File: src/sv/ebba_pkg.sv
// Package for the edge bounding-box auto-crop block: sizes, register indexes,
// the configuration and stage structs and small helper functions.
// Depends on nothing; every other file of the block but ebba_ram uses it.
`default_nettype none

package ebba_pkg;

    localparam int MAX_WIDTH  = 1024;
    localparam int MAX_HEIGHT = 1024;

    localparam int PIX_W = 8;
    localparam int COL_W = $clog2(MAX_WIDTH);
    localparam int ROW_W = $clog2(MAX_HEIGHT);
    localparam int DIM_W = 11;

    localparam int CFG_IDX_W  = 2;
    localparam int CFG_DATA_W = 11;

    localparam logic [CFG_IDX_W-1:0] REG_THRESHOLD = 2'd0;
    localparam logic [CFG_IDX_W-1:0] REG_WIDTH     = 2'd1;
    localparam logic [CFG_IDX_W-1:0] REG_HEIGHT    = 2'd2;

    localparam logic [PIX_W-1:0] THRESHOLD_RESET = 8'd30;
    localparam logic [DIM_W-1:0] DIM_MIN         = 11'd2;
    localparam logic [DIM_W-1:0] WIDTH_MAX       = DIM_W'(MAX_WIDTH);
    localparam logic [DIM_W-1:0] HEIGHT_MAX      = DIM_W'(MAX_HEIGHT);

    // Effective configuration, frame size already clamped.
    typedef struct packed {
        logic [PIX_W-1:0] threshold;
        logic [DIM_W-1:0] width;
        logic [DIM_W-1:0] height;
    } cfg_t;

    // One pixel request on its way from the scan stage to the bounds stage.
    typedef struct packed {
        logic [PIX_W-1:0] pixel;
        logic [COL_W-1:0] col;
        logic [ROW_W-1:0] row;
        logic             row_end;
        logic             frame_end;
    } stage_t;

    function automatic logic [DIM_W-1:0] clamp_dim(input logic [DIM_W-1:0] v,
                                                   input logic [DIM_W-1:0] hi);
        logic [DIM_W-1:0] r;
        if (v < DIM_MIN)
            r = DIM_MIN;
        else if (v > hi)
            r = hi;
        else
            r = v;
        return r;
    endfunction

    function automatic logic [PIX_W-1:0] abs_diff(input logic [PIX_W-1:0] a,
                                                  input logic [PIX_W-1:0] b);
        logic [PIX_W-1:0] r;
        if (a > b)
            r = a - b;
        else
            r = b - a;
        return r;
    endfunction

endpackage

`default_nettype wire

File: src/sv/ebba_if.sv
// Stream interfaces of the auto-crop block: the pixel channel and the box
// channel, each with valid, ready and payload. Depends on ebba_pkg.
`default_nettype none


interface ebba_box_if;
    logic                       valid;
    logic                       ready;
    logic [ebba_pkg::COL_W-1:0] box_x;
    logic [ebba_pkg::ROW_W-1:0] box_y;
    logic [ebba_pkg::DIM_W-1:0] box_width;
    logic [ebba_pkg::DIM_W-1:0] box_height;
    logic                       box_found;
    logic [ebba_pkg::PIX_W-1:0] background_level;

    modport source (output valid, output box_x, output box_y, output box_width,
                    output box_height, output box_found, output background_level,
                    input ready);
    modport sink   (input valid, input box_x, input box_y, input box_width,
                    input box_height, input box_found, input background_level,
                    output ready);
endinterface

`default_nettype wire

File: src/sv/ebba_bounds.sv
// Bounds stage: edge tests against the left neighbour and the line store
// word, bound updates, line store write-back and the result register.
// Depends on ebba_pkg and ebba_if.
`default_nettype none

module ebba_bounds (
    input  wire logic                       clk,
    input  wire logic                       rst_n,
    input  wire ebba_pkg::cfg_t             cfg,
    input  wire logic                       stage_valid,
    input  wire ebba_pkg::stage_t           stage,
    input  wire logic [ebba_pkg::PIX_W-1:0] line_word,
    output      logic                       hold,
    output      logic                       fire,
    output      logic                       wr_en,
    output      logic [ebba_pkg::COL_W-1:0] wr_addr,
    output      logic [ebba_pkg::PIX_W-1:0] wr_data,
    ebba_box_if.source                      box_out
);

    logic [ebba_pkg::PIX_W-1:0] left_pixel_reg;
    logic [ebba_pkg::DIM_W-1:0] least_left_reg, least_left_next;
    logic [ebba_pkg::COL_W-1:0] right_reg, right_next;
    logic [ebba_pkg::DIM_W-1:0] least_top_reg, least_top_next;
    logic [ebba_pkg::ROW_W-1:0] bottom_reg, bottom_next;
    logic                       seen_reg, seen_next;
    logic [ebba_pkg::PIX_W-1:0] bg_reg, bg_next;
    logic                       h_edge, v_edge;
    logic                       found;
    logic                       out_valid_reg;

    logic [ebba_pkg::COL_W-1:0] x_reg;
    logic [ebba_pkg::ROW_W-1:0] y_reg;
    logic [ebba_pkg::DIM_W-1:0] w_reg, h_reg;
    logic                       found_reg;
    logic [ebba_pkg::PIX_W-1:0] level_reg;

    // A frame-end pixel waits here while the previous result is still unread.
    assign hold    = stage_valid && stage.frame_end && out_valid_reg && !box_out.ready;
    assign fire    = stage_valid && !hold;
    assign wr_en   = fire;
    assign wr_addr = stage.col;
    assign wr_data = stage.pixel;

    always_comb
    begin
        h_edge = (stage.col != '0) &&
                 (ebba_pkg::abs_diff(stage.pixel, left_pixel_reg) > cfg.threshold);
        v_edge = (stage.row != '0) &&
                 (ebba_pkg::abs_diff(stage.pixel, line_word) > cfg.threshold);

        least_left_next = least_left_reg;
        right_next      = right_reg;
        seen_next       = seen_reg;
        bg_next         = bg_reg;
        if (h_edge)
        begin
            if ({1'b0, stage.col} < least_left_reg)
                least_left_next = {1'b0, stage.col};
            if ((stage.col - 1'b1) > right_reg)
                right_next = stage.col - 1'b1;
            if (!seen_reg)
            begin
                bg_next   = left_pixel_reg;
                seen_next = 1'b1;
            end
        end

        least_top_next = least_top_reg;
        bottom_next    = bottom_reg;
        if (v_edge)
        begin
            if ({1'b0, stage.row} < least_top_reg)
                least_top_next = {1'b0, stage.row};
            if ((stage.row - 1'b1) > bottom_reg)
                bottom_next = stage.row - 1'b1;
        end

        found = ({1'b0, right_next} > least_left_next) &&
                ({1'b0, bottom_next} > least_top_next);
    end

    always_ff @(posedge clk or negedge rst_n)
    begin
        if (!rst_n)
        begin
            left_pixel_reg <= '0;
            least_left_reg <= ebba_pkg::WIDTH_MAX;
            right_reg      <= '0;
            least_top_reg  <= ebba_pkg::HEIGHT_MAX;
            bottom_reg     <= '0;
            seen_reg       <= 1'b0;
            bg_reg         <= '0;
            out_valid_reg  <= 1'b0;
        end
        else
        begin
            if (fire)
            begin
                left_pixel_reg <= stage.pixel;
                bg_reg         <= bg_next;
                seen_reg       <= stage.row_end ? 1'b0 : seen_next;
                if (stage.frame_end)
                begin
                    least_left_reg <= cfg.width;
                    right_reg      <= '0;
                    least_top_reg  <= cfg.height;
                    bottom_reg     <= '0;
                end
                else
                begin
                    least_left_reg <= least_left_next;
                    right_reg      <= right_next;
                    least_top_reg  <= least_top_next;
                    bottom_reg     <= bottom_next;
                end
            end
            if (fire && stage.frame_end)
                out_valid_reg <= 1'b1;
            else if (box_out.ready)
                out_valid_reg <= 1'b0;
        end
    end

    always_ff @(posedge clk)
    begin
        if (fire && stage.frame_end)
        begin
            level_reg <= bg_next;
            found_reg <= found;
            if (found)
            begin
                x_reg <= least_left_next[ebba_pkg::COL_W-1:0];
                y_reg <= least_top_next[ebba_pkg::ROW_W-1:0];
                w_reg <= {1'b0, right_next} - least_left_next;
                h_reg <= {1'b0, bottom_next} - least_top_next;
            end
            else
            begin
                x_reg <= '0;
                y_reg <= '0;
                w_reg <= cfg.width;
                h_reg <= cfg.height;
            end
        end
    end

    assign box_out.valid            = out_valid_reg;
    assign box_out.box_x            = x_reg;
    assign box_out.box_y            = y_reg;
    assign box_out.box_width        = w_reg;
    assign box_out.box_height       = h_reg;
    assign box_out.box_found        = found_reg;
    assign box_out.background_level = level_reg;

endmodule

`default_nettype wire

File: src/flat_wrapper.sv
// flat-port wrapper written by rule: the top's interface ports become plain ports
module ebba_bounds_flat 
  (clk, rst_n, cfg, stage_valid, stage, line_word, hold, fire, wr_en, wr_addr, wr_data, box_out_valid, box_out_box_x, box_out_box_y, box_out_box_width, box_out_box_height, box_out_box_found, box_out_background_level, box_out_ready);
  ebba_box_if box_out_i ();
  input  wire logic clk;
  input  wire logic rst_n;
  input  wire ebba_pkg::cfg_t cfg;
  input  wire logic stage_valid;
  input  wire ebba_pkg::stage_t stage;
  input  wire logic [ebba_pkg::PIX_W-1:0] line_word;
  output      logic hold;
  output      logic fire;
  output      logic wr_en;
  output      logic [ebba_pkg::COL_W-1:0] wr_addr;
  output      logic [ebba_pkg::PIX_W-1:0] wr_data;
  output wire logic [$bits(box_out_i.valid)-1:0] box_out_valid;
  output wire logic [$bits(box_out_i.box_x)-1:0] box_out_box_x;
  output wire logic [$bits(box_out_i.box_y)-1:0] box_out_box_y;
  output wire logic [$bits(box_out_i.box_width)-1:0] box_out_box_width;
  output wire logic [$bits(box_out_i.box_height)-1:0] box_out_box_height;
  output wire logic [$bits(box_out_i.box_found)-1:0] box_out_box_found;
  output wire logic [$bits(box_out_i.background_level)-1:0] box_out_background_level;
  input wire logic [$bits(box_out_i.ready)-1:0] box_out_ready;
  assign box_out_valid = box_out_i.valid;
  assign box_out_box_x = box_out_i.box_x;
  assign box_out_box_y = box_out_i.box_y;
  assign box_out_box_width = box_out_i.box_width;
  assign box_out_box_height = box_out_i.box_height;
  assign box_out_box_found = box_out_i.box_found;
  assign box_out_background_level = box_out_i.background_level;
  assign box_out_i.ready = box_out_ready;
  ebba_bounds u_core (.clk(clk), .rst_n(rst_n), .cfg(cfg), .stage_valid(stage_valid), .stage(stage), .line_word(line_word), .hold(hold), .fire(fire), .wr_en(wr_en), .wr_addr(wr_addr), .wr_data(wr_data), .box_out(box_out_i));
endmodule
File: config.mk
export PLATFORM = sky130hd
export DESIGN_NAME = ebba_bounds_flat
export DESIGN_NICKNAME = d
export VERILOG_FILES = /design/src/sv/ebba_pkg.sv /design/src/sv/ebba_if.sv /design/src/sv/ebba_bounds.sv /design/src/flat_wrapper.sv
export SDC_FILE = /design/constraint.sdc
export NUM_CORES = 1
export LEC_CHECK = 0
export BUFFER_PORTS_ARGS = -buffer_cell sky130_fd_sc_hd__buf_4
export CAP_MARGIN = 15
export CORE_ASPECT_RATIO = 0.5
export CORE_MARGIN = 4
export CORE_UTILIZATION = 25
export DETAILED_ROUTE_END_ITERATION = 16
export PLACE_DENSITY = 0.48
export SLEW_MARGIN = 30
export SYNTH_ARGS = -nofsm -noshare
export SYNTH_HDL_FRONTEND = slang
export SYNTH_SLANG_ARGS = --single-unit
File: constraint.sdc
create_clock -name clk -period 18.2 [get_ports clk]
set_input_delay 3.64 -clock clk [delete_from_list [all_inputs] [get_ports clk]]
set_output_delay 3.64 -clock clk [all_outputs]
set_load 0.02 [all_outputs]
==> flow_summary.ini <==
[status]
status = finished, final reports clean

[flow_run]
maxCapViolations = 0

[yosys]
yosysTopAreaCellShare_pct = 16.5
synth-main-ff-cell = dfrtp_1
syn_inst = 1000
synth_seq_area_share_pct = 32.7
synth-seq-cells = 111
synthesis.area_mm2 = 0.00928
yosysWarnings = 0
yosysUniqueCellTypes = 68
asyncSetResetFlopFracSynth_pct = 54.1
yosys.area.top_type = edfxtp_1
synth_nets = 1184
ys_top_cells_by_area = edfxtp_1 16%, dfrtp_1 16%, ha_1 14%
avgSynthCellArea_um2 = 9.28
synth-edff-count = 51

[floorplanning]
coreArea_mm2 = 0.0363
io_pins = 145
start_util_pct = 25.6
die_h_um = 144
die_area_mm2 = 0.0405
fp-row-count = 49
die_w_um = 281

[clock_tree]
cts_buffers = 9
post_cts_buffers = 0
cts.sinks = 111
cts_max_level = 3
cts_buffer_depth = 2
clockRootBuffer = clkbuf_16
path_clk_slew_ns = 0.08
cts_resized = 0
cts_tree = built
cts-hold-fix-buffers = 0
clk_latency_ns = 0.38

[grt]
grt_first_pass_wirelength_um = 43900
first_global_vias = 7681
grt_usage_pct = 13.9
grt_start_max_net_pins = 61
antenna_found_initial = 0
gr-total-overflow = 0

[hold_path]
hold_class = flip-flop to flip-flop

[cells_and_area]
areaGrowthSynthToFinish_pct = 18.6
mostFrequentLayoutCell = buf_4
final_util_pct = 30.3
nets = 1282
fillers = 3810
drive_gt1_share_pct = 20.4
fin_area_mm2 = 0.0110
final_cell_mix = 150 x buf_4, 106 x ha_1, 104 x inv_1
stdcell_count = 1587
antenna_cells = 0

[power_and_ir_drop]
ir_drop_mv = 0.0707
power_leakage_nw = 5.01
power.density_mw_per_mm2 = 134
power_mw = 1.48

[sta]
setup_viol_count_final = 0
fin_tns_setup_ns = 0
fmax_mhz = 91.1
min_period_over_period_pct = 60.3
hold_violations = 0
worst_slew_pin_slew_ns = 0.984
clock_skew_ns = 0.0126
grt_setup_unrepaired = false
timing.hold.ws_ns = 0.490
fin_crit_ns = 10.98
drv_slew = 0
post-route-worst-setup-slack_ns = 7.22
max_slew_margin_pct = 34.1

[drt]
drt_iter0_markers = 604
drt-met1-wl_um = 13200
route.met3.wl_um = 1160
wl_per_cell_um = 18.0
vias = 7780
antenna_left = 0
drt_first_pass_iters = 5
topRoutingLayerUsed = met4
drt_wl_total_um = 28600
wl_met2_um = 13700
drc = 0
vias_per_cell = 4.90

[critical_path]
cp-end-kind = flip-flop
worstSetupStartpoint = stage[22]
crit_arrival_ns = 11.10
endpoint = u_core.box_out.box_width[1]
reg2reg_to = u_core.box_out.box_width[1]
worstPathMaxFanout = 44
rr_startpoint = u_core.left_pixel_reg[0]
required_ns = 18.33
reg2reg_slack_ns = 10.26
path_class = primary input to flip-flop
critPathLaunchType = primary input
reg2regPathDepth = 26

[placed_design]
dpl-instance-area_mm2 = 0.0107
gp_congestion = 0.913
dp_slack_ns = 6.94
dp.cells = 1571
io_buffers = 144
hpwlAfterDp_um = 22000
-- metal layers --
layer / global-route usage (%) / vias up
met5: 0 / -
met4: 4.34 / 0
met3: 2.77 / 36
met2: 23.0 / 184
met1: 18.4 / 3753
li1: - / 3807
-- cells by family after synthesis --
| group | after synthesis | synth area share (%) |
|---|---|---|
| compound gates | 253 | 18.4 |
| xor+xnor | 38 | 3.58 |
| fa+ha+maj | 112 | 15.6 |
| buf+inv | 169 | 7.95 |
| flops | 111 | 32.7 |
| mux | 62 | 7.82 |
| simple gates | 255 | 14.0 |
-- how the worst min path moves through the flow --
stage | start | slack (ns) | cells past startpoint | endpoint
2_1_floorplan | u_core.right_reg[1] | 0.46 | 2 | u_core.right_reg[1]
3_3_place_gp | u_core.bottom_reg[8] | 0.47 | 1 | u_core.bottom_reg[8]
3_5_place_dp | u_core.right_reg[6] | 0.47 | 2 | u_core.right_reg[6]
4_1_cts | u_core.right_reg[6] | 0.49 | 2 | u_core.right_reg[6]
5_1_grt | u_core.bottom_reg[2] | 0.51 | 1 | u_core.bottom_reg[2]
6_report | u_core.right_reg[6] | 0.49 | 2 | u_core.right_reg[6]
-- critical path: stages --
cell,delay (ns)
buf_4,0.13
inv_1,0.10
ha_1,0.18
inv_1,0.05
fa_1,0.38
a21o_1,0.19
a21oi_1,0.24
o21ai_1,0.11
o211ai_1,0.46
mux2_2,0.41
a22oi_1,0.22
xnor2_1,0.10
ha_1,0.30
nand4_1,0.12
a21oi_1,0.19
o31a_1,0.15
buf_4,0.42
and2_1,0.69
o21ai_0,0.31
ha_1,0.35
nor2b_1,0.13
o21a_1,0.17
o21ai_0,0.23
a31oi_1,0.18
o21a_1,0.25
o221ai_4,0.48
buf_4,0.49
mux2_2,0.40
-- cells in the mapped netlist, types with 6 or more instances --
master,n
nor3_1,14
nand4_1,24
nand2b_1,17
and3_1,10
a31oi_1,17
nand2_1,50
a21o_1,24
buf_4,20
and2_1,12
fa_1,6
nor2_1,53
o21ai_0,53
mux2_2,28
o311ai_1,9
buf_1,7
o311ai_0,10
mux2i_1,20
xor2_1,15
ha_1,106
a21oi_1,57
o31ai_1,14
nand3_1,40
clkbuf_1,29
a2bb2oi_1,10
edfxtp_1,51
nor2b_1,17
inv_1,104
mux2_4,14
o21a_1,11
dfrtp_1,58
o2bb2ai_1,11
xnor2_1,23
-- area by class of cell --
type / instances / area, um^2 / share of cell area [%]
clock buffers: 12 / 272 / 2.47
well taps: 484 / 606 / 5.50
repair buffers: 151 / 1140 / 10.3
clock inverters: 4 / 32.5 / 0.295
multi-input cells: 720 / 5530 / 50.3
inverters: 105 / 394 / 3.58
flip-flops and latches: 111 / 3040 / 27.6
-- power by group --
group          switching (mW)  leakage, nW  internal [mW]  total (mW)
clock                   0.101        0.153          0.108       0.209
combinational           0.541         3.64          0.370       0.911
sequential             0.0330         1.22          0.327       0.360
Note: power is estimated with default switching activity, not from simulation.
