$ cat config.mk
export PLATFORM = sky130hd
export DESIGN_NAME = ebba_scan_flat
export DESIGN_NICKNAME = d
export VERILOG_FILES = /design/src/sv/ebba_pkg.sv /design/src/sv/ebba_if.sv /design/src/sv/ebba_scan.sv /design/src/flat_wrapper.sv
export SDC_FILE = /design/constraint.sdc
export NUM_CORES = 1
export LEC_CHECK = 0
export BUFFER_PORTS_ARGS = -buffer_cell sky130_fd_sc_hd__clkbuf_2
export CORE_MARGIN = 4
export CORE_UTILIZATION = 51
export DETAILED_ROUTE_END_ITERATION = 10
export GPL_ROUTABILITY_DRIVEN = 0
export PLACE_DENSITY = 0.82
export REMOVE_ABC_BUFFERS = 1
export SLEW_MARGIN = 30
export SYNTH_ARGS = -nofsm -noshare
export SYNTH_HDL_FRONTEND = slang
export SYNTH_SLANG_ARGS = --single-unit
$ cat constraint.sdc
create_clock -name clk -period 3 [get_ports clk]
set_input_delay 0 -clock clk [delete_from_list [all_inputs] [get_ports clk]]
set_output_delay 0 -clock clk [all_outputs]
set_load 0.005 [all_outputs]
$ cat src/sv/ebba_pkg.sv
// Package for the edge bounding-box auto-crop block: sizes, register indexes,
// the configuration and stage structs and small helper functions.
// Depends on nothing; every other file of the block but ebba_ram uses it.
`default_nettype none

package ebba_pkg;

    localparam int MAX_WIDTH  = 1024;
    localparam int MAX_HEIGHT = 1024;

    localparam int PIX_W = 8;
    localparam int COL_W = $clog2(MAX_WIDTH);
    localparam int ROW_W = $clog2(MAX_HEIGHT);
    localparam int DIM_W = 11;

    localparam int CFG_IDX_W  = 2;
    localparam int CFG_DATA_W = 11;

    localparam logic [CFG_IDX_W-1:0] REG_THRESHOLD = 2'd0;
    localparam logic [CFG_IDX_W-1:0] REG_WIDTH     = 2'd1;
    localparam logic [CFG_IDX_W-1:0] REG_HEIGHT    = 2'd2;

    localparam logic [PIX_W-1:0] THRESHOLD_RESET = 8'd30;
    localparam logic [DIM_W-1:0] DIM_MIN         = 11'd2;
    localparam logic [DIM_W-1:0] WIDTH_MAX       = DIM_W'(MAX_WIDTH);
    localparam logic [DIM_W-1:0] HEIGHT_MAX      = DIM_W'(MAX_HEIGHT);

    // Effective configuration, frame size already clamped.
    typedef struct packed {
        logic [PIX_W-1:0] threshold;
        logic [DIM_W-1:0] width;
        logic [DIM_W-1:0] height;
    } cfg_t;

    // One pixel request on its way from the scan stage to the bounds stage.
    typedef struct packed {
        logic [PIX_W-1:0] pixel;
        logic [COL_W-1:0] col;
        logic [ROW_W-1:0] row;
        logic             row_end;
        logic             frame_end;
    } stage_t;

    function automatic logic [DIM_W-1:0] clamp_dim(input logic [DIM_W-1:0] v,
                                                   input logic [DIM_W-1:0] hi);
        logic [DIM_W-1:0] r;
        if (v < DIM_MIN)
            r = DIM_MIN;
        else if (v > hi)
            r = hi;
        else
            r = v;
        return r;
    endfunction

    function automatic logic [PIX_W-1:0] abs_diff(input logic [PIX_W-1:0] a,
                                                  input logic [PIX_W-1:0] b);
        logic [PIX_W-1:0] r;
        if (a > b)
            r = a - b;
        else
            r = b - a;
        return r;
    endfunction

endpackage

`default_nettype wire

$ cat src/sv/ebba_if.sv
// Stream interfaces of the auto-crop block: the pixel channel and the box
// channel, each with valid, ready and payload. Depends on ebba_pkg.
`default_nettype none

interface ebba_pix_if;
    logic                       valid;
    logic                       ready;
    logic [ebba_pkg::PIX_W-1:0] pixel_value;

    modport source (output valid, output pixel_value, input ready);
    modport sink   (input valid, input pixel_value, output ready);
endinterface


`default_nettype wire

$ cat src/sv/ebba_scan.sv
// Scan stage: accepts pixels, keeps the column and row counters, issues the
// line store read and hands each pixel on to the bounds stage.
// Depends on ebba_pkg and ebba_if.
`default_nettype none

module ebba_scan (
    input  wire logic                       clk,
    input  wire logic                       rst_n,
    ebba_pix_if.sink                        pixel_in,
    input  wire ebba_pkg::cfg_t             cfg,
    input  wire logic                       hold,
    output      logic                       rd_en,
    output      logic [ebba_pkg::COL_W-1:0] rd_addr,
    output      logic                       stage_valid,
    output      ebba_pkg::stage_t           stage
);

    logic [ebba_pkg::COL_W-1:0] col_reg, col_next;
    logic [ebba_pkg::ROW_W-1:0] row_reg, row_next;
    logic                       valid_reg, valid_next;
    ebba_pkg::stage_t           stage_reg, stage_next;
    logic                       accept;
    logic                       row_end;
    logic                       frame_end;

    assign pixel_in.ready = !hold;
    assign accept         = pixel_in.valid && !hold;
    assign rd_en          = accept;
    assign rd_addr        = col_reg;

    always_comb
    begin
        row_end   = ({1'b0, col_reg} + 1'b1) >= cfg.width;
        frame_end = row_end && (({1'b0, row_reg} + 1'b1) >= cfg.height);

        col_next   = col_reg;
        row_next   = row_reg;
        valid_next = valid_reg;
        stage_next = stage_reg;
        if (accept)
        begin
            stage_next.pixel     = pixel_in.pixel_value;
            stage_next.col       = col_reg;
            stage_next.row       = row_reg;
            stage_next.row_end   = row_end;
            stage_next.frame_end = frame_end;
            valid_next           = 1'b1;
            if (!row_end)
                col_next = col_reg + 1'b1;
            else
            begin
                col_next = '0;
                if (frame_end)
                    row_next = '0;
                else
                    row_next = row_reg + 1'b1;
            end
        end
        else if (!hold)
        begin
            valid_next = 1'b0;
        end
    end

    always_ff @(posedge clk or negedge rst_n)
    begin
        if (!rst_n)
        begin
            col_reg   <= '0;
            row_reg   <= '0;
            valid_reg <= 1'b0;
        end
        else
        begin
            col_reg   <= col_next;
            row_reg   <= row_next;
            valid_reg <= valid_next;
        end
    end

    always_ff @(posedge clk)
    begin
        stage_reg <= stage_next;
    end

    assign stage_valid = valid_reg;
    assign stage       = stage_reg;

endmodule

`default_nettype wire

$ cat src/flat_wrapper.sv
// flat-port wrapper written by rule: the top's interface ports become plain ports
module ebba_scan_flat 
  (clk, rst_n, cfg, hold, rd_en, rd_addr, stage_valid, stage, pixel_in_valid, pixel_in_pixel_value, pixel_in_ready);
  ebba_pix_if pixel_in_i ();
  input  wire logic clk;
  input  wire logic rst_n;
  input  wire ebba_pkg::cfg_t cfg;
  input  wire logic hold;
  output      logic rd_en;
  output      logic [ebba_pkg::COL_W-1:0] rd_addr;
  output      logic stage_valid;
  output      ebba_pkg::stage_t stage;
  input wire logic [$bits(pixel_in_i.valid)-1:0] pixel_in_valid;
  input wire logic [$bits(pixel_in_i.pixel_value)-1:0] pixel_in_pixel_value;
  output wire logic [$bits(pixel_in_i.ready)-1:0] pixel_in_ready;
  assign pixel_in_i.valid = pixel_in_valid;
  assign pixel_in_i.pixel_value = pixel_in_pixel_value;
  assign pixel_in_ready = pixel_in_i.ready;
  ebba_scan u_core (.clk(clk), .rst_n(rst_n), .pixel_in(pixel_in_i), .cfg(cfg), .hold(hold), .rd_en(rd_en), .rd_addr(rd_addr), .stage_valid(stage_valid), .stage(stage));
endmodule
==> results.sh, run 1 <==
export IMPL_run_status="finished clean"
export IMPL_grt_usage=0.179
export IMPL_slowest_stage="dfrtp_2"
export IMPL_fill_cells=372
export IMPL_synth_mux_area_fraction=0.00426
export IMPL_total_power_mw=1.80
export IMPL_max_cap_violations=0
export IMPL_place_area_um2=3200
export IMPL_pwr_density_cell_nw_per_um2=518
export IMPL_intPower_mw=1.33
export IMPL_worst_hold_slack_ps=210
export IMPL_grt_max_degree=30
export IMPL_insertion_delay_ps=300
export IMPL_final_seq_area_um2=1430
export IMPL_clockBufferDepth=2
export IMPL_reg2reg_to="u_core.row_reg[0]$_DFFE_PN0P_"
export IMPL_worst_pin_slew_ps=550
export IMPL_dp_slack_ps=86.6
export IMPL_drv_slew=0
export IMPL_cp_data_required_time_ps=3250
export IMPL_power_frac_comb=0.222
export IMPL_mappedNetlistArea_um2=2640
export IMPL_path_class="register to register"
export IMPL_path_buf_inv=2
export IMPL_cp_top_family="simple AND/OR/NAND/NOR gates"
export IMPL_synth_simple_area_share=0.119
export IMPL_fmax_mhz=353
export IMPL_postSynth_topFlopCell="edfxtp_1"
export IMPL_synthArstFlopShare=0.412
export IMPL_power_frac_seq=0.469
export IMPL_cts_root_buf="clkbuf_8"
export IMPL_p_clk_frac=0.310
export IMPL_crit_path_end="u_core.row_reg[0]$_DFFE_PN0P_"
export IMPL_antenna_found_initial=0
export IMPL_synth_top_area_cell="edfxtp_1"
export IMPL_ff2ff_path_depth=13
export IMPL_yosys_warnings=0
export IMPL_ant_nets=0
export IMPL_initial_core_util=0.542
export IMPL_p_sw_frac=0.258
export IMPL_yosysUniqueCellTypes=32
export IMPL_drc=0
export IMPL_finalWorstSetupSlack_ps=168
export IMPL_largest_reg_flops=30
export IMPL_setup_tns_ps=0
export IMPL_avgSynthCellArea_um2=11.1
export IMPL_antenna_cells=0
export IMPL_synth_edf_count=30
export IMPL_area_delta_synth_final_pct=31.4
export IMPL_rows=25
export IMPL_grt_pass1_vias=1939
export IMPL_dp_hpwl_mm=4.20
export IMPL_fin_crit_ps=2830
export IMPL_ys_seq_area_frac=0.540
export IMPL_vdd_drop_max_mv=0.392
export IMPL_viasPerCell=5.13
export IMPL_drtPass1Iterations=4
export IMPL_die_y_um=80
export IMPL_slowest_delay_ps=410
export IMPL_p_leak_nw=1.74
export IMPL_crit_chain="ha_2 > nand3_1 > nor2_2 > and3_1 > xnor2_1 > inv_1 > ha_1 > a21oi_1 > o21ai_0 > a221o_1 > nor3_1 > buf_4 > mux2_2"
export IMPL_yosysMostFrequentCell="edfxtp_1"
export IMPL_fin_crit_sh=0.944
export IMPL_clk_pin_slew_ps=100
export IMPL_final_area_um2=3470
export IMPL_synth_adder_area_share=0.114
export IMPL_hold_viol=0
export IMPL_drt_total_wl_mm=5.69
export IMPL_ys_seq_elements=51
export IMPL_numCtsBuffers=5
export IMPL_startpoint="u_core.row_reg[1]$_DFFE_PN0P_"
export IMPL_cts_tree="built"
export IMPL_worst_setup_path_end_kind="register"
export IMPL_synth_cells=238
export IMPL_fin_skew_ps=9.75
export IMPL_port_buffers=76
export IMPL_wire_per_inst_um=13.8
export IMPL_cts_sinks=51
export IMPL_hp_class="input pin to asynchronous set/reset pin"
export IMPL_crit_fanout=5
export IMPL_switchingPower_mw=0.465
export IMPL_htreeDepth=2
export IMPL_finalSetupViolations=0
export IMPL_synth_common_cells="edfxtp_1, inv_1, ha_1"
export IMPL_slew_headroom=0.633
export IMPL_grt_pass1_wl_mm=8.94
export IMPL_cp_arrival_ps=3080
export IMPL_synth_compound_area_frac=0.121
export IMPL_synth_top_area_frac=0.341
export IMPL_path_depth=13
export IMPL_die_w_um=80
export IMPL_synth_area_top_cells="edfxtp_1, dfrtp_1, ha_1, inv_1, nand2_1"
export IMPL_overflow=0
export IMPL_r2r_slack_ps=170
export IMPL_drt_iter0_markers=104
export IMPL_r2r_start="u_core.row_reg[1]$_DFFE_PN0P_"
export IMPL_pin_count=85
export IMPL_vias=2113
export IMPL_synth_xor_area_share=0.0530
export IMPL_rsz0062_at_grt="no"
export IMPL_multi_input_area_um2=1090
export IMPL_drive_gt1_frac=0.325
export IMPL_cp_start_kind="register"
export IMPL_synth_top_family_by_area="compound AO/OA/AOI/OAI gates"
export IMPL_core_um2=4880
export IMPL_finalNetCount=410
export IMPL_die_area_um2=6400
## stage by stage
stage | utilization | std cells
6_report | 0.712 | 412
5_1_grt | 0.712 | 412
4_1_cts | 0.704 | 408
3_5_place_dp | 0.655 | 390
3_3_place_gp | 0.655 | 390
2_1_floorplan | - | 232
## worst register-to-register path, cell delays in order, from the launching register on
cell	delay (ps)
dfrtp_2	410
ha_2	220
nand3_1	170
nor2_2	180
and3_1	200
xnor2_1	160
inv_1	80
ha_1	290
a21oi_1	140
o21ai_0	110
a221o_1	330
nor3_1	180
buf_4	170
mux2_2	150
## cells in the final DEF, fill, tap and decap left out, types with 5 or more instances in the layout
cell type / synthesis / routed
clkbuf_2: 0 / 76
edfxtp_1: 30 / 30
inv_1: 27 / 27
nand2_1: 22 / 22
ha_1: 24 / 22
dfrtp_1: 21 / 20
buf_4: 0 / 19
o21ai_0: 16 / 15
nand3_1: 11 / 11
a21oi_1: 10 / 10
dlygate4sd3_1: 0 / 10
xnor2_1: 9 / 9
a22o_1: 8 / 8
nor2_1: 8 / 7
xor2_1: 7 / 7
and3_1: 5 / 5
nor2b_1: 5 / 5
clkbuf_8: 0 / 5
## timing repair
item                                    in CTS  in global routing
hold endpoints to repair                    30                  0
buffers inserted                             0                  4
hold buffers                                10                  0
resized for setup                            0                  5
endpoints found under the setup margin       0                 14
## power by group through the flow
| stage | registers (mW) | logic, mW | clock network [mW] |
|---|---|---|---|
| after floorplan | 0.884 | 0.173 | 0 |
| after global placement | 0.861 | 0.348 | 0 |
| after detailed placement | 0.863 | 0.367 | 0 |
| after CTS | 0.849 | 0.379 | 0.560 |
| after global routing | 0.849 | 0.448 | 0.596 |
| final | 0.843 | 0.399 | 0.557 |
## cell type report
cell class              count  area share
clock buffers               5      0.0198
clock inverters             3      0.0195
inverters                  28      0.0310
multi-input cells         153       0.315
flip-flops and latches     51       0.411
well taps                  67      0.0241
repair buffers            105       0.179
## layer usage
layer  wire length [µm]  global-route usage  vias up
met1               2380               0.231      981
met2               2850               0.304       72
met4                 38              0.0389        0
met5                  0                   0        -
met3                420              0.0440        5
li1                   -                   -     1055
## worst min-delay path by stage
stage / startpoint / end / slack, ps / depth (start not counted)
final: rst_n / u_core.row_reg[0]$_DFFE_PN0P_ / 210 / 2
after CTS: rst_n / u_core.rd_addr[0]$_DFFE_PN0P_ / 230 / 2
after global placement: rst_n / u_core.rd_addr[1]$_DFFE_PN0P_ / 7 / 1
after global routing: rst_n / u_core.rd_addr[1]$_DFFE_PN0P_ / 240 / 2
after detailed placement: rst_n / u_core.rd_addr[1]$_DFFE_PN0P_ / 8 / 1
after floorplan: rst_n / u_core.rd_addr[0]$_DFFE_PN0P_ / -300 / 0
## kinds of logic after synthesis
kind of cell,count (synthesis)
simple gates,65
flops,51
compound gates,47
buf+inv,34
fa+ha+maj,24
xor+xnor,16
mux,1
(Power assumes the default switching activity.)
==> run 2, diff against run 1 <==
PLACE_DENSITY = 0.86   (was 0.82)
==> results.sh, run 2 (same netlist as run 1, synthesis figures left out) <==
export IMPL_finalSetupViolations=0
export IMPL_p_sw_frac=0.270
export IMPL_use_met3=0.0418
export IMPL_run_status="finished clean"
export IMPL_stdcell_count=409
export IMPL_hold_viol=0
export IMPL_place_area_um2=3200
export IMPL_dp_hpwl_mm=4.39
export IMPL_r2r_slack_ps=150
export IMPL_worst_pin_slew_ps=749
export IMPL_core_um2=4880
export IMPL_cts_tree="built"
export IMPL_hp_class="input pin to asynchronous set/reset pin"
export IMPL_antenna_found_initial=0
export IMPL_grt_max_degree=27
export IMPL_drive_gt1_frac=0.322
export IMPL_cts_root_buf="clkbuf_8"
export IMPL_rows=25
export IMPL_die_w_um=80
export IMPL_grtUsageMet1=0.251
export IMPL_power_frac_comb=0.222
export IMPL_pwr_density_cell_nw_per_um2=505
export IMPL_cp_top_family="simple AND/OR/NAND/NOR gates"
export IMPL_cp_data_required_time_ps=3230
export IMPL_wire_per_inst_um=14.8
export IMPL_dpl_cell_count=388
export IMPL_fin_crit_sh=0.949
export IMPL_die_y_um=80
export IMPL_path_buf_inv=1
export IMPL_setup_tns_ps=0
export IMPL_pin_count=85
export IMPL_numCtsBuffers=5
export IMPL_fin_crit_ps=2850
export IMPL_post_route_util=0.709
export IMPL_grt_busiest_layer="met2"
export IMPL_slowest_stage="or4_1"
export IMPL_antenna_cells=0
export IMPL_switchingPower_mw=0.471
export IMPL_area_delta_synth_final_pct=30.8
export IMPL_grt_pass1_wl_mm=9.62
export IMPL_slowest_delay_ps=520
export IMPL_mostFrequentLayoutCells="clkbuf_2, edfxtp_1, inv_1"
export IMPL_cp_start_kind="register"
export IMPL_drv_slew=0
export IMPL_met2_usage=0.340
export IMPL_overflow=0
export IMPL_clk_pin_slew_ps=90
export IMPL_intPower_mw=1.27
export IMPL_htreeDepth=2
export IMPL_mostFrequentLayoutCell="clkbuf_2"
export IMPL_port_buffers=76
export IMPL_fmax_mhz=351
export IMPL_crit_chain="ha_1 > nand3_1 > nor2_1 > xor2_1 > ha_1 > a21oi_1 > o21ai_1 > a311oi_4 > inv_4 > or4_1 > o21ai_1"
export IMPL_path_class="register to register"
export IMPL_finalNetCount=407
export IMPL_initial_core_util=0.542
export IMPL_final_area_um2=3460
export IMPL_viasPerCell=5.24
export IMPL_cp_arrival_ps=3080
export IMPL_clockBufferDepth=2
export IMPL_worst_setup_path_end_kind="register"
export IMPL_fin_skew_ps=11.7
export IMPL_vdd_drop_max_mv=0.364
export IMPL_total_power_mw=1.74
export IMPL_rsz0062_at_grt="no"
export IMPL_largest_reg_flops=30
export IMPL_crit_fanout=8
export IMPL_insertion_delay_ps=300
export IMPL_max_cap_violations=0
export IMPL_grt_usage=0.198
export IMPL_p_leak_nw=1.73
export IMPL_drtPass1Iterations=4
export IMPL_die_area_um2=6400
export IMPL_power_frac_seq=0.491
export IMPL_drt_total_wl_mm=6.04
export IMPL_drt_iter0_markers=238
export IMPL_vias=2143
export IMPL_slew_headroom=0.500
export IMPL_drc=0
export IMPL_ant_nets=0
export IMPL_p_clk_frac=0.287
export IMPL_grt_pass1_vias=2055
export IMPL_cts_sinks=51
run 2: changes by cell type in the layout (fill, tap and decap cells not counted), sizes merged:
cell and change:
buf -3, bufinv -1, clkbuf +1, clkinvlp -1, inv +1
run 2: power groups by stage:
| stage | registers, mW | clock network, mW | logic [mW] |
|---|---|---|---|
| floorplan | 0.884 | 0 | 0.173 |
| global placement | 0.863 | 0 | 0.352 |
| detailed placement | 0.868 | 0 | 0.370 |
| CTS | 0.854 | 0.510 | 0.386 |
| global route | 0.863 | 0.538 | 0.435 |
| finish | 0.857 | 0.500 | 0.388 |
run 2: final cells by class:
class | count | area (µm²)
Multi-Input combinational cell | 153 | 1100
Timing Repair Buffer | 102 | 613
Clock inverter | 2 | 38.8
Fill cell | 351 | 1420
Tap cell | 67 | 83.8
Inverter | 28 | 108
Sequential cell | 51 | 1430
Clock buffer | 6 | 82.6
run 2: per-stage QoR:
stage	setup WS [ps]	hold slack [ps]
floorplan	160	-296
global placement	159	6.98
detailed placement	-52.5	7.06
CTS	38.4	213
global route	21.3	298
finish	153	235
run 2: what timing repair did:
action                                  in CTS  in global routing
pin swaps                                    1                  1
hold buffers                                10                  0
cloned                                       0                  0
buffers inserted                             2                  1
hold endpoints to repair                    30                  0
endpoints found under the setup margin       9                 11
gates resized for setup                      2                  5
run 2: final timing paths:
path | start | endpoint | cells past startpoint
max | u_core.rd_addr[1]$_DFFE_PN0P_ | u_core.rd_addr[6]$_DFFE_PN0P_ | 11
min | rst_n | u_core.rd_addr[3]$_DFFE_PN0P_ | 2
max reg2reg | u_core.rd_addr[1]$_DFFE_PN0P_ | u_core.rd_addr[6]$_DFFE_PN0P_ | 11
min reg2reg | u_core.stage_valid$_DFFE_PN0P_ | u_core.stage_valid$_DFFE_PN0P_ | 2
max in group asynchronous | rst_n | u_core.rd_addr[4]$_DFFE_PN0P_ | 2
min in group clk | pixel_in_valid | u_core.stage_valid$_DFFE_PN0P_ | 3
run 2: worst reg2reg max path, cell delays in order, from the launching register on:
cell,delay [ps]
dfrtp_2,430
ha_1,190
nand3_1,100
nor2_1,150
xor2_1,240
ha_1,290
a21oi_1,200
o21ai_1,150
a311oi_4,310
inv_4,90
or4_1,520
o21ai_1,110
run 2: per-layer routing:
layer / vias to the layer above / part of all wire
met5: - / 0
met3: 9 / 0.070
met4: 0 / 0.012
met2: 87 / 0.50
li1: 1049 / -
met1: 998 / 0.41
==> run 3, diff against run 2 <==
CORE_ASPECT_RATIO = 2   (was not set)
==> results.sh, run 3 (same netlist as run 1, synthesis figures left out) <==
export IMPL_dp_hpwl_mm=4.86
export IMPL_clockBufferDepth=2
export IMPL_vdd_drop_max_mv=0.445
export IMPL_r2r_start="u_core.rd_addr[4]$_DFFE_PN0P_"
export IMPL_drt_iter0_markers=94
export IMPL_intPower_mw=1.18
export IMPL_max_cap_violations=0
export IMPL_crit_chain="and3_1 > nand3_1 > nor2_1 > xor2_1 > ha_1 > a21oi_1 > o21ai_1 > a311oi_4 > inv_4 > or4_1 > o21ai_1"
export IMPL_finalNetCount=410
export IMPL_core_um2=4950
export IMPL_slowest_delay_ps=480
export IMPL_rows=36
export IMPL_path_common_cell="o21ai_1"
export IMPL_mostFrequentLayoutCells="clkbuf_2, edfxtp_1, inv_1"
export IMPL_mostFrequentLayoutCell="clkbuf_2"
export IMPL_worst_setup_path_end_kind="register"
export IMPL_fmax_mhz=344
export IMPL_worst_pin_slew_ps=543
export IMPL_finalSetupViolations=0
export IMPL_initial_core_util=0.534
export IMPL_grt_max_degree=22
export IMPL_pin_count=85
export IMPL_dpl_cell_count=381
export IMPL_dp_slack_ps=-0.425
export IMPL_drv_slew=0
export IMPL_drive_gt1_frac=0.333
export IMPL_r2r_slack_ps=90
export IMPL_run_status="finished clean"
export IMPL_p_clk_frac=0.252
export IMPL_finalWorstSetupSlack_ps=91.5
export IMPL_overflow=0
export IMPL_cp_arrival_ps=3150
export IMPL_cts_sinks=51
export IMPL_clk_pin_slew_ps=90
export IMPL_drc=0
export IMPL_area_delta_synth_final_pct=29.9
export IMPL_hold_viol=0
export IMPL_path_class="register to register"
export IMPL_power_frac_seq=0.517
export IMPL_ff2ff_path_depth=11
export IMPL_ant_nets=0
export IMPL_vias=2159
export IMPL_slowest_stage="or4_1"
export IMPL_fin_skew_ps=5.37
export IMPL_drtPass1Iterations=4
export IMPL_viasPerCell=5.37
export IMPL_htreeDepth=2
export IMPL_antenna_found_initial=0
export IMPL_final_area_um2=3430
export IMPL_cts_tree="built"
export IMPL_p_leak_nw=1.73
export IMPL_total_power_mw=1.65
export IMPL_wire_per_inst_um=15.6
export IMPL_reg2reg_to="u_core.rd_addr[6]$_DFFE_PN0P_"
export IMPL_p_sw_frac=0.284
export IMPL_die_y_um=110
export IMPL_switchingPower_mw=0.469
export IMPL_drt_total_wl_mm=6.25
export IMPL_insertion_delay_ps=310
export IMPL_fin_crit_ps=2910
export IMPL_hp_class="input pin to asynchronous set/reset pin"
export IMPL_power_frac_comb=0.232
export IMPL_grt_pass1_wl_mm=10.0
export IMPL_largest_reg_flops=30
export IMPL_place_area_um2=3190
export IMPL_die_w_um=58.9
export IMPL_die_area_um2=6470
export IMPL_pwr_density_cell_nw_per_um2=481
export IMPL_rsz0062_at_grt="no"
export IMPL_port_buffers=76
export IMPL_setup_tns_ps=0
export IMPL_numCtsBuffers=5
export IMPL_cts_root_buf="clkbuf_8"
export IMPL_grt_usage=0.206
export IMPL_slew_headroom=0.637
export IMPL_cp_start_kind="register"
export IMPL_cp_data_required_time_ps=3240
export IMPL_stdcell_count=402
export IMPL_crit_fanout=8
export IMPL_fin_crit_sh=0.969
export IMPL_antenna_cells=0
export IMPL_grt_pass1_vias=2231
==> run 3: cell count changes in the layout (fill, tap and decap cells not counted), sizes merged <==
| cell | change |
|---|---|
| buf | +3 |
| bufinv | -1 |
| clkinv | +1 |
| clkinvlp | +1 |
| inv | -1 |
==> run 3: cell type report <==
cell class              count  area, µm²
fillers                   388       1520
flip-flops and latches     51       1430
multi-input cells         153       1100
repair buffers            105        623
inverters                  28        108
clock buffers               6       82.6
well taps                  57       71.3
clock inverters             2       16.3
==> run 3: layer usage <==
metal | vias up | track usage | wire [µm]
met2 | 62 | 0.392 | 3620
met3 | 22 | 0.0353 | 268
met5 | - | 0 | 0
met4 | 0 | 0.113 | 260
li1 | 1052 | - | -
met1 | 1023 | 0.197 | 2100
==> run 3: worst max path at each step <==
| stage | endpoint | cells after the start | from | slack, ps |
|---|---|---|---|---|
| global placement | u_core.row_reg[6]$_DFFE_PN0P_ | 13 | u_core.row_reg[1]$_DFFE_PN0P_ | 80 |
| floorplan | u_core.row_reg[0]$_DFFE_PN0P_ | 12 | u_core.row_reg[0]$_DFFE_PN0P_ | 160 |
| global route | u_core.row_reg[0]$_DFFE_PN0P_ | 12 | u_core.rd_addr[4]$_DFFE_PN0P_ | 30 |
| CTS | u_core.rd_addr[6]$_DFFE_PN0P_ | 11 | u_core.rd_addr[1]$_DFFE_PN0P_ | 40 |
| detailed placement | u_core.row_reg[6]$_DFFE_PN0P_ | 13 | u_core.row_reg[1]$_DFFE_PN0P_ | -0.4 |
| finish | u_core.rd_addr[6]$_DFFE_PN0P_ | 11 | u_core.rd_addr[4]$_DFFE_PN0P_ | 90 |
==> run 3: power by group through the flow <==
stage	Sequential [mW]	Combinational, mW	Clock (mW)
5_1_grt	0.861	0.427	0.456
3_3_place_gp	0.865	0.357	0
2_1_floorplan	0.884	0.173	0
6_report	0.854	0.383	0.416
4_1_cts	0.852	0.384	0.422
3_5_place_dp	0.868	0.370	0
==> run 3: metrics by stage <==
| step | hold WS (ps) | utilization |
|---|---|---|
| floorplan | -296 | - |
| global placement | 9.23 | 0.644 |
| detailed placement | 12.1 | 0.644 |
| CTS | 214 | 0.686 |
| global route | 257 | 0.693 |
| finish | 200 | 0.693 |
==> run 3: timing repair <==
item,in CTS,in global routing
pin swaps,0,1
endpoints found under the setup margin,5,16
buffers inserted,0,3
hold endpoints to repair,30,0
hold buffers,10,0
gates resized for setup,1,7
==> run 3: critical path: cells and delay by family (launching register included) <==
family | cells | cell delay [ps]
buf+inv | 1 | 100
xor+xnor | 1 | 230
fa+ha+maj | 1 | 300
simple gates | 4 | 940
flops | 1 | 420
compound gates | 4 | 830
